`config.mk`:
```
export PLATFORM = sky130hd
export DESIGN_NAME = base64_stream_codec
export DESIGN_NICKNAME = d
export VERILOG_FILES = /design/src/hdl/b64sc_pkg.sv /design/src/hdl/base64_stream_codec.sv
export VERILOG_INCLUDE_DIRS = /design/src /design/src/hdl
export SDC_FILE = /design/constraint.sdc
export NUM_CORES = 1
export LEC_CHECK = 0
export BUFFER_PORTS_ARGS = -buffer_cell sky130_fd_sc_hd__clkbuf_2
export CORE_MARGIN = 2
export CORE_UTILIZATION = 50
export CTS_BUF_LIST = sky130_fd_sc_hd__clkbuf_4
export CTS_CLUSTER_DIAMETER = 40
export DETAILED_ROUTE_END_ITERATION = 7
export PLACE_DENSITY = 0.67
export SETUP_SLACK_MARGIN = 0.3
export SLEW_MARGIN = 20
export SYNTH_ARGS = -nofsm -noshare
export SYNTH_HDL_FRONTEND = slang
export SYNTH_SLANG_ARGS = --single-unit
```
`constraint.sdc`:
```
create_clock -name clk -period 3.2 [get_ports clk]
set_input_delay 0.64 -clock clk [delete_from_list [all_inputs] [get_ports clk]]
set_output_delay 0.64 -clock clk [all_outputs]
set_load 0.01 [all_outputs]
```
`src/hdl/base64_stream_codec_defines.svh`:
```
// assertion helpers shared by the codec rtl
`ifndef BASE64_STREAM_CODEC_DEFINES_SVH
`define BASE64_STREAM_CODEC_DEFINES_SVH

// same-cycle implication, checked out of reset
`define B64SC_ASSERT_NOW(lbl, ante, cons, msg) \
    lbl: assert property (@(posedge clk) disable iff (!rst_n) (ante) |-> (cons)) \
        else $error(msg);

// next-cycle implication, checked out of reset
`define B64SC_ASSERT_NEXT(lbl, ante, cons, msg) \
    lbl: assert property (@(posedge clk) disable iff (!rst_n) (ante) |=> (cons)) \
        else $error(msg);

`endif

```
`src/hdl/b64sc_pkg.sv`:
```
package b64sc_pkg;

    typedef logic [7:0] b64_byte_t;

    localparam b64_byte_t CHAR_PAD_STD = 8'h3D;   // '='
    localparam b64_byte_t CHAR_PAD_URL = 8'h2E;   // '.'

    // register indexes on the config channel
    localparam logic REG_DIRECTION = 1'b0;
    localparam logic REG_URL_ALPHA = 1'b1;

    localparam logic DIR_ENCODE = 1'b0;

    localparam logic [2:0] GROUP_BYTES = 3'd4;

    function automatic b64_byte_t sextet_char(input logic [5:0] v, input logic url);
        b64_byte_t c;
        if (v < 6'd26)
            c = 8'h41 + {2'b00, v};
        else if (v < 6'd52)
            c = 8'h61 + ({2'b00, v} - 8'd26);
        else if (v < 6'd62)
            c = 8'h30 + ({2'b00, v} - 8'd52);
        else if (v == 6'd62)
            c = url ? 8'h2D : 8'h2B;
        else
            c = url ? 8'h5F : 8'h2F;
        return c;
    endfunction

    // unknown characters map to zero, both alphabets accepted
    function automatic logic [5:0] char_sextet(input b64_byte_t c);
        b64_byte_t t;
        t = 8'd0;
        if (c >= 8'h41 && c <= 8'h5A)
            t = c - 8'h41;
        else if (c >= 8'h61 && c <= 8'h7A)
            t = c - 8'h61 + 8'd26;
        else if (c >= 8'h30 && c <= 8'h39)
            t = c - 8'h30 + 8'd52;
        else if (c == 8'h2B || c == 8'h2D)
            t = 8'd62;
        else if (c == 8'h2F || c == 8'h5F)
            t = 8'd63;
        return t[5:0];
    endfunction

endpackage

```
`src/hdl/base64_stream_codec.sv`:
```
// Base64 codec, one byte or character per input beat.
// s_* : input stream, s_tdata[7:0] = data_in, s_tlast = last_in (end of message).
// m_* : output stream, m_tdata[7:0] = data_out, m_tlast = run_last
//       (last output beat caused by one input beat).
// cfg_* : register writes, index 0 = direction (0 encode, 1 decode),
//         index 1 = url alphabet for encode ('-' '_' and '.' pad); write only
//         while no output is pending. cfg_ready is always high.
// Each input beat is decoded into a group register of up to four output
// bytes; the group drains one beat per cycle while the receiver is ready,
// first byte in the cycle after the input beat. The single output port sets
// the rate: s_tready is low while more than one beat of a group is pending,
// so a new input beat is taken only when the group is empty or down to its
// last byte. Beats that produce nothing pass at one per cycle once the group
// is down to its last byte.
// If the receiver stalls, the group holds and s_tready also stays low while
// the last byte is waiting. Reset clears the group state, the registers
// and any pending output.
`include "base64_stream_codec_defines.svh"

module base64_stream_codec
    import b64sc_pkg::*;
(
    input  logic       clk,
    input  logic       rst_n,
    input  logic       s_tvalid,
    output logic       s_tready,
    input  logic [7:0] s_tdata,     // [7:0] data_in
    input  logic       s_tlast,
    output logic       m_tvalid,
    input  logic       m_tready,
    output logic [7:0] m_tdata,     // [7:0] data_out
    output logic       m_tlast,
    input  logic       cfg_valid,
    output logic       cfg_ready,
    input  logic       cfg_index,
    input  logic       cfg_data
);

    logic        dir_reg;
    logic        url_reg;
    logic [1:0]  pos_reg,  pos_next;
    logic [23:0] held_reg, held_next;
    logic [2:0]  pad_reg,  pad_next;
    b64_byte_t   grp_reg  [4];
    b64_byte_t   grp_next [4];
    logic [2:0]  rem_reg,  rem_next;

    logic        in_beat;
    logic        out_beat;
    logic [1:0]  enc_pos;
    logic [23:0] enc_held;
    logic [23:0] dec_held;
    logic [2:0]  filled;
    logic        emit;
    logic [2:0]  emit_cnt;
    b64_byte_t   emit_grp [4];
    b64_byte_t   pad_char;

    assign cfg_ready = 1'b1;
    assign m_tvalid  = (rem_reg != 3'd0);
    assign m_tdata   = grp_reg[0];
    assign m_tlast   = (rem_reg == 3'd1);
    assign out_beat  = m_tvalid && m_tready;
    assign s_tready  = (rem_reg == 3'd0) || (rem_reg == 3'd1 && m_tready);
    assign in_beat   = s_tvalid && s_tready;
    assign pad_char  = url_reg ? CHAR_PAD_URL : CHAR_PAD_STD;

    always_comb
    begin
        enc_pos = (pos_reg == 2'd3) ? 2'd2 : pos_reg;
        case (enc_pos)
            2'd0:    enc_held = held_reg | {s_tdata, 16'h0000};
            2'd1:    enc_held = held_reg | {8'h00, s_tdata, 8'h00};
            default: enc_held = held_reg | {16'h0000, s_tdata};
        endcase
        case (pos_reg)
            2'd0:    dec_held = held_reg | {char_sextet(s_tdata), 18'd0};
            2'd1:    dec_held = held_reg | {6'd0, char_sextet(s_tdata), 12'd0};
            2'd2:    dec_held = held_reg | {12'd0, char_sextet(s_tdata), 6'd0};
            default: dec_held = held_reg | {18'd0, char_sextet(s_tdata)};
        endcase
        filled    = {1'b0, enc_pos} + 3'd1;
        pos_next  = pos_reg;
        held_next = held_reg;
        pad_next  = pad_reg;
        emit      = 1'b0;
        emit_cnt  = 3'd0;
        for (int i = 0; i < 4; i++)
            emit_grp[i] = 8'h00;

        if (dir_reg == DIR_ENCODE)
        begin
            if (filled == 3'd3 || s_tlast)
            begin
                emit     = 1'b1;
                emit_cnt = GROUP_BYTES;
                emit_grp[0] = sextet_char(enc_held[23:18], url_reg);
                emit_grp[1] = sextet_char(enc_held[17:12], url_reg);
                emit_grp[2] = (filled >= 3'd2) ? sextet_char(enc_held[11:6], url_reg)
                                               : pad_char;
                emit_grp[3] = (filled == 3'd3) ? sextet_char(enc_held[5:0], url_reg)
                                               : pad_char;
                pos_next  = 2'd0;
                held_next = 24'd0;
                pad_next  = 3'd0;
            end
            else
            begin
                pos_next  = filled[1:0];
                held_next = enc_held;
            end
        end
        else
        begin
            if (s_tdata == CHAR_PAD_STD)
            begin
                held_next = held_reg;
                if (pad_reg != 3'd7)
                    pad_next = pad_reg + 3'd1;
            end
            else
                held_next = dec_held;

            if (pos_reg == 2'd3)
            begin
                // pads remove bytes from the low end of the group
                emit        = 1'b1;
                emit_cnt    = (pad_next >= 3'd3) ? 3'd0 : 3'd3 - pad_next;
                emit_grp[0] = held_next[23:16];
                emit_grp[1] = held_next[15:8];
                emit_grp[2] = held_next[7:0];
                pos_next  = 2'd0;
                held_next = 24'd0;
                pad_next  = 3'd0;
            end
            else if (s_tlast)
            begin
                pos_next  = 2'd0;
                held_next = 24'd0;
                pad_next  = 3'd0;
            end
            else
                pos_next = pos_reg + 2'd1;
        end
    end

    always_comb
    begin
        rem_next = rem_reg;
        for (int i = 0; i < 4; i++)
            grp_next[i] = grp_reg[i];
        if (in_beat && emit)
        begin
            rem_next = emit_cnt;
            for (int i = 0; i < 4; i++)
                grp_next[i] = emit_grp[i];
        end
        else if (out_beat)
        begin
            rem_next = rem_reg - 3'd1;
            for (int i = 0; i < 3; i++)
                grp_next[i] = grp_reg[i + 1];
            grp_next[3] = 8'h00;
        end
    end

    always_ff @(posedge clk or negedge rst_n)
    begin
        if (!rst_n)
        begin
            dir_reg  <= 1'b0;
            url_reg  <= 1'b0;
            pos_reg  <= 2'd0;
            held_reg <= 24'd0;
            pad_reg  <= 3'd0;
            rem_reg  <= 3'd0;
        end
        else
        begin
            if (cfg_valid && cfg_ready)
            begin
                case (cfg_index)
                    REG_DIRECTION: dir_reg <= cfg_data;
                    REG_URL_ALPHA: url_reg <= cfg_data;
                    default:       dir_reg <= dir_reg;
                endcase
            end
            if (in_beat)
            begin
                pos_reg  <= pos_next;
                held_reg <= held_next;
                pad_reg  <= pad_next;
            end
            rem_reg <= rem_next;
        end
    end

    always_ff @(posedge clk)
    begin
        for (int i = 0; i < 4; i++)
            grp_reg[i] <= grp_next[i];
    end

    `B64SC_ASSERT_NOW(a_no_take_while_busy, rem_reg > 3'd1, !s_tready,
        "input taken while more than one output beat pending")
    `B64SC_ASSERT_NOW(a_rem_range, 1'b1, rem_reg <= GROUP_BYTES,
        "output group count out of range")
    `B64SC_ASSERT_NEXT(a_enc_flush, s_tvalid && s_tready && dir_reg == DIR_ENCODE && s_tlast,
        rem_reg == GROUP_BYTES && pos_reg == 2'd0,
        "encode message end did not load a full group")
    `B64SC_ASSERT_NEXT(a_dec_group, s_tvalid && s_tready && dir_reg != DIR_ENCODE
        && pos_reg == 2'd3, pos_reg == 2'd0 && pad_reg == 3'd0 && rem_reg <= 3'd3,
        "decode group not closed after fourth character")

endmodule

```
==> qor.txt, run 1 <==
PD cells -> 998 nW/um^2
syn_nets -> 911
area grow syn2layout -> 22.9%
Required @ worst endpoint -> 3.40 ns
# fillers -> 1,134
detailed-placement wirelength estimate -> 19,500 microns
crit-path max FO -> 6
First DRT Iteration DRCs -> 1,088
core area -> 13,300 sq um
Slew HR -> 0.346
P_leak -> 3.33 nW
placed inst area -> 7650 sq um
CP arrival -> 3.15 ns
setup ws final -> 0.247 ns
Reg2Reg Depth -> 13
f_max -> 0.339 GHz
post-synth top area cell -> edfxtp_1
largest net degree at the start of global routing -> 35
outcome -> completed
H-tree levels -> 3
logic gate share of total power -> 0.749
Max IR drop VDD -> 0.000519 V
CP startpoint kind -> flip-flop
Max Root-Sink Buffers -> 2
Avg WL per Cell -> 23.3 microns
worst hold slack -> 0.313 ns
min Tclk post-route -> 2.95 ns
Internal Power -> 4.15 mW
site row count -> 42
Die Wd -> 121 microns
GP Congestion -> 0.986
Setup Skew -> 0.0300 ns
leading cell type in the layout, fill and taps excluded -> buf_4
Post-synth EDFFs -> 32
Die Area -> 14,600 sq um
Placed Cells -> 1,079
area share of the largest cell type after synthesis -> 0.141
sw frac -> 0.504
synth warn -> 0
Total Power -> 8.38 mW
Final Max Slew Viols -> 0
post-route design area -> 8390 sq um
first-pass GRT wire length -> 40,100 microns
sequential area share after synthesis -> 0.265
first drt pass iteration count -> 6
clock sinks -> 66
drt via density -> 6.86
Async SR Flop Fraction -> 0.515
Hold Path Class -> in2async
pre-CTS WS -> -0.111 ns
final std cells w/o fill -> 1,133
RSZ-0062 raised after global routing -> true
Mapped Area -> 6830 sq um
register share of total power -> 0.179
Port Buffer Count -> 26
die height -> 121 microns
initial antenna violation count -> 2
Ports -> 28
top_reg_cell synth -> dfrtp_1
# setup viols final -> 0
Crit. End Element -> flip-flop
drt total wl -> 26,400 microns
clock transition at the registers of the reported paths -> 0.13 ns
Clock Power Share -> 0.072
Post-Syn Area per Cell -> 8.08 sq um
Syn Inst Count -> 846
Psw -> 4.23 mW
root buffer cell -> clkbuf_4
Max Cap Viol -> 0
DRT antenna net count -> 0
share of post-route cells with drive strength above 1 -> 0.253
Synth Register Bits -> 66
Crit Path Category -> reg2reg
Remaining Overflow, GRT -> 0
Net count, final -> 1,014
final hold vios -> 0
Initial Util -> 0.514
cts bufs inserted -> 9
Synth area leaders -> edfxtp_1, dfrtp_1, ha_1
vias post-DR -> 7,767
most frequent cells in the layout -> buf_4, nand2_1, a21oi_1, o21ai_0, nor2_1
Least-Margin Pin Slew -> 0.981 ns
overall routing resource usage -> 0.355
Tcrit/Tclk final -> 0.923
CTS tree -> done
clk_lat worst skew -> 0.46 ns
max FFs per register -> 32
# DRC -> 0
number of global-route vias before repair -> 7,284
Synth cell types -> 83
## synthesized netlist by cell type, types with 7 or more instances
cell	count
nand3_1	19
inv_1	34
edfxtp_1	32
o2bb2ai_1	9
nand2_1	83
nor3_1	24
o21ai_0	59
buf_2	17
o311ai_0	7
o2111ai_1	7
clkbuf_1	28
dfrtp_1	34
nor2_1	50
o211ai_1	11
nor2b_1	10
a22oi_1	25
a31oi_1	12
and2_1	8
a211oi_1	16
o21ai_1	8
o31ai_1	12
mux2i_1	8
nand2b_1	7
xnor2_1	21
o221ai_1	7
a21o_1	29
ha_1	49
o21a_1	8
o22ai_1	8
a21oi_1	71
## per-layer routing
metal / part of all wire / up-vias / GRT usage / wire length [microns]
met5: 0 / - / 0 / 0
met4: 0.060 / 0 / 0.217 / 1590
met3: 0.082 / 116 / 0.0475 / 2160
met2: 0.47 / 462 / 0.577 / 12400
met1: 0.39 / 3728 / 0.447 / 10300
li1: - / 3461 / - / -
## critical path: stages (launching register included)
cell and delay [ns]:
dfrtp_2 0.45, inv_2 0.07, ha_4 0.20, buf_12 0.14, nor2_4 0.13, a21o_4 0.18
clkinvlp_4 0.15, ha_4 0.20, a21o_1 0.17, a31oi_4 0.17, nand2_1 0.09, maj3_2 0.31
o311ai_1 0.29, a211oi_1 0.13
## layout make-up
| cell class | count | area, sq um | area share |
|---|---|---|---|
| antenna | 3 | 7.51 | 0.000894 |
| inverter | 36 | 139 | 0.0165 |
| clock inverter | 5 | 55.1 | 0.00656 |
| timing repair buffer | 143 | 1070 | 0.128 |
| tap | 176 | 220 | 0.0262 |
| clock buffer | 11 | 82.6 | 0.00984 |
| multi-input combinational | 693 | 5000 | 0.596 |
| sequential | 66 | 1810 | 0.216 |
## power by group through the flow
stage / Combinational [mW] / Clock [mW] / Sequential, mW
after floorplan: 3.54 / 0 / 1.42
after global placement: 5.10 / 0 / 1.50
after detailed placement: 5.19 / 0 / 1.50
after CTS: 5.57 / 0.598 / 1.48
after global routing: 6.70 / 0.637 / 1.52
final: 6.27 / 0.607 / 1.50
## final timing paths
check,start,to,slack (ns)
setup / recovery,pos_reg[0],grp_reg[3][6],0.25
hold / removal,rst_n,rem_reg[2],0.31
setup reg to reg,pos_reg[0],grp_reg[3][6],0.25
hold reg to reg,rem_reg[1],rem_reg[1],0.55
max in group asynchronous,rst_n,pos_reg[0],2.23
min in group clk,cfg_data,url_reg,0.42
## kinds of logic after synthesis
group | Yosys count | share of synthesized area
AOI/OAI and AO/OA | 354 | 0.360
buffers and inverters | 87 | 0.0531
and+or+nand+nor | 252 | 0.181
xor gates and xnor gates | 23 | 0.0295
DFF | 66 | 0.265
adders and majority gates | 51 | 0.0927
other | 1 | 0.000549
muxes | 12 | 0.0183
## metrics by stage
stage | util | setup TNS (ns)
6_report | 0.631 | 0
5_1_grt | 0.631 | 0
4_1_cts | 0.603 | 0
3_5_place_dp | 0.575 | -0.136
3_3_place_gp | 0.575 | -0.0231
2_1_floorplan | - | 0
## timing repair
action,CTS,global route
buffers inserted,14,21
hold buffers,0,0
endpoints found under the setup margin,18,32
resized for setup,27,46
endpoints found under the hold margin,0,0
pin swaps,15,27
Note: power is estimated with default switching activity, not from simulation.
==> run 2, diff against run 1 <==
Settings changed: CORE_UTILIZATION 50 to 55, PLACE_DENSITY 0.67 to 0.73.
Clock period 3.2 ns to 2.4 ns, I/O delays scaled along.
==> qor.txt, run 2 <==
XOR/XNOR Fraction of Synth Area -> 0.0295
sequential area share after synthesis -> 0.265
area share of fa/ha/maj cells after synthesis -> 0.0927
tool error -> [ERROR GRT-0232] Routing congestion too high. Check the congestion heatmap in the GUI.
Initial Util -> 0.566
fraction of synthesized area in multiplexers -> 0.0183
largest family of logic cells by synthesized area -> compound AO/OA/AOI/OAI gates
Synth Register Bits -> 66
outcome -> aborted with a tool error
Syn Inst Count -> 846
Post-Synth Simple-Gate Area -> 0.181
Port Buffer Count -> 26
root buffer cell -> clkbuf_4
GP Congestion -> 1.01
worst_ep kind -> sequential cell input
Synth area leaders -> edfxtp_1, dfrtp_1, ha_1
Synth cell types -> 83
detailed-placement wirelength estimate -> 21,300 microns
Failed at -> global routing (5_1_grt)
most common cell in the netlist -> nand2_1
overall routing resource usage -> 0.700
synth warn -> 0
post-synth top area cell -> edfxtp_1
top_reg_cell synth -> dfrtp_1
pre-CTS WS -> -0.603 ns
cts bufs inserted -> 9
clock sinks -> 66
H-tree levels -> 3
site row count -> 40
Max Root-Sink Buffers -> 2
Async SR Flop Fraction -> 0.515
syn_nets -> 911
die height -> 115 microns
Post-synth EDFFs -> 32
worst endpoint after global-route timing repair -> grp_reg[0][3]$_DFFE_PP_/D
largest net degree at the start of global routing -> 28
Mapped Area -> 6830 sq um
area share of the largest cell type after synthesis -> 0.141
most frequent cells after synthesis -> nand2_1, a21oi_1, o21ai_0
Remaining Overflow, GRT -> 15
Synth Area in Compound Gates -> 0.360
Post-Syn Area per Cell -> 8.08 sq um
Die Wd -> 115 microns
Ports -> 28
[run 2: cell counts after synthesis]
Identical to the previous run, type by type.
[run 2: cell families after synthesis]
kind of cell | Yosys count
xor+xnor | 23
buf+inv | 87
fa+ha+maj | 51
mux | 12
compound gates | 354
other cells | 1
simple gates | 252
flops | 66
[run 2: timing repair]
| action | CTS |
|---|---|
| resized for setup | 161 |
| hold buffers | 0 |
| pin swaps | 73 |
| cloned | 3 |
| buffers inserted | 37 |
| endpoints found under the setup margin | 95 |
| endpoints found under the hold margin | 0 |
[run 2: stage by stage]
step	area, sq um	hold slack [ns]	util	cells
2_1_floorplan	7400	0.184	-	846
3_3_place_gp	9280	0.506	0.769	1231
3_5_place_dp	9280	0.526	0.769	1231
4_1_cts	10400	0.104	0.866	1287
[run 2: metal layers]
| metal | GRT overflow | track usage |
|---|---|---|
| met1 | 0 | 0.702 |
| met2 | 4 | 0.897 |
| met3 | 1 | 0.508 |
| met4 | 10 | 0.704 |
| met5 | 0 | 0.119 |
==> run 3, diff against run 2 <==
Settings changed: CORE_UTILIZATION 55 to 40, CTS_BUF_LIST sky130_fd_sc_hd__clkbuf_4 to default, CTS_CLUSTER_DIAMETER 40 to default, PLACE_DENSITY 0.73 to default, PLACE_DENSITY_LB_ADDON from default to 0.15, SETUP_SLACK_MARGIN 0.3 to default.
Clock period 2.4 ns to 3.12 ns, I/O delays scaled along.
==> qor.txt, run 3 (same netlist as run 1, synthesis figures left out) <==
min Tclk post-route -> 3.00 ns
Setup Skew -> 0.0114 ns
GP Congestion -> 0.995
f_max -> 0.334 GHz
Least-Margin Pin Slew -> 0.921 ns
CP arrival -> 3.08 ns
root buffer cell -> clkbuf_16
P_leak -> 3.49 nW
Die Area -> 18,100 sq um
number of global-route vias before repair -> 7,666
detailed-placement wirelength estimate -> 21,400 microns
worst path cell trace -> inv_1, ha_2, or2_4, buf_4, a21o_1, a22oi_2, nor2_1, xnor2_1, ha_1, inv_1, mux2_2, a211oi_1, o21ai_0
drt total wl -> 27,400 microns
Max IR drop VDD -> 0.000516 V
max FFs per register -> 32
Critical Path Stages -> 13
Remaining Overflow, GRT -> 0
leading cell type in the layout, fill and taps excluded -> buf_4
Port Buffer Count -> 26
CP startpoint kind -> flip-flop
Required @ worst endpoint -> 3.20 ns
Crit. End Element -> flip-flop
Reg2Reg Depth -> 13
Max Root-Sink Buffers -> 2
slowest CP cell -> dfrtp_1
largest net degree at the start of global routing -> 35
setup ws final -> 0.122 ns
overall routing resource usage -> 0.307
first-pass GRT wire length -> 42,900 microns
most frequent cells in the layout -> buf_4, nand2_1, a21oi_1, o21ai_0, nor2_1
H-tree levels -> 3
share of post-route cells with drive strength above 1 -> 0.240
Hold Path Class -> in2async
Avg WL per Cell -> 22.8 microns
CTS tree -> done
Slew HR -> 0.386
first drt pass iteration count -> 5
die height -> 135 microns
First DRT Iteration DRCs -> 607
worst hold slack -> 0.411 ns
pre-CTS WS -> -0.126 ns
Initial Util -> 0.410
RSZ-0062 raised after global routing -> false
initial antenna violation count -> 0
final std cells w/o fill -> 1,202
site row count -> 47
multi-input logic area -> 4790 sq um
FF+latch area -> 1810 sq um
Crit Path Category -> reg2reg
Net count, final -> 1,042
clk_lat worst skew -> 0.35 ns
clock transition at the registers of the reported paths -> 0.06 ns
Crit path buffers/inverters -> 3
Die Wd -> 135 microns
DRT antenna net count -> 0
outcome -> completed
# setup viols final -> 0
n_diodes -> 0
# DRC -> 0
final hold vios -> 0
# hold bufs at CTS -> 0
Final Max Slew Viols -> 0
# fillers -> 1,574
cell mode on critical path -> inv_1
crit-path max FO -> 8
Worst path top cell family by delay -> compound AO/OA/AOI/OAI gates
area grow syn2layout -> 24.5%
drt via density -> 6.42
CP peak stage delay -> 0.40 ns
Final Util -> 0.511
clock sinks -> 66
Tcrit/Tclk final -> 0.961
Max Cap Viol -> 0
PD cells -> 1010 nW/um^2
vias post-DR -> 7,713
Ports -> 28
core area -> 16,600 sq um
cts bufs inserted -> 9
Placed Cells -> 1,180
run 3: area by class of cell:
type	count	share of cell area
Inverter	36	0.0159
Timing Repair Buffer	171	0.145
Sequential cell	66	0.213
Clock inverter	6	0.00397
Clock buffer	10	0.0269
Multi-Input combinational cell	693	0.563
Tap cell	220	0.0324
run 3: worst paths after layout:
check	startpoint	endpoint	slack [ns]
min in group clk	held_reg[0]	held_reg[0]	0.51
setup / recovery	pos_reg[0]	grp_reg[0][5]	0.12
setup reg to reg	pos_reg[0]	grp_reg[0][5]	0.12
max in group asynchronous	rst_n	held_reg[21]	2.13
hold reg to reg	held_reg[0]	held_reg[0]	0.51
hold / removal	rst_n	rem_reg[2]	0.41
run 3: timing repair:
action | in CTS | in global routing
endpoints found under the setup margin | 3 | 27
pin swaps | 0 | 7
buffers inserted | 0 | 6
resized for setup | 4 | 27
run 3: layer usage:
layer | vias up | wire length, microns | global-route usage
li1 | 3519 | - | -
met4 | 0 | 1200 | 0.140
met2 | 340 | 13500 | 0.527
met1 | 3765 | 11000 | 0.371
met3 | 89 | 1780 | 0.0571
met5 | - | 0 | 0
run 3: power by group:
part / internal (mW) / switching (mW) / total, mW / leakage, nW
Clock: 0.532 / 0.402 / 0.934 / 0.136
Combinational: 2.62 / 3.48 / 6.10 / 2.58
Sequential: 1.26 / 0.270 / 1.53 / 0.771
run 3: through the flow:
stage,instance area (sq um),setup TNS (ns),power [mW]
after detailed placement,8070,-0.190,7.26
after global placement,8070,-0.200,7.23
after global routing,8500,0,9.16
final,8500,0,8.56
after CTS,8340,0,8.24
after floorplan,6830,0,4.96
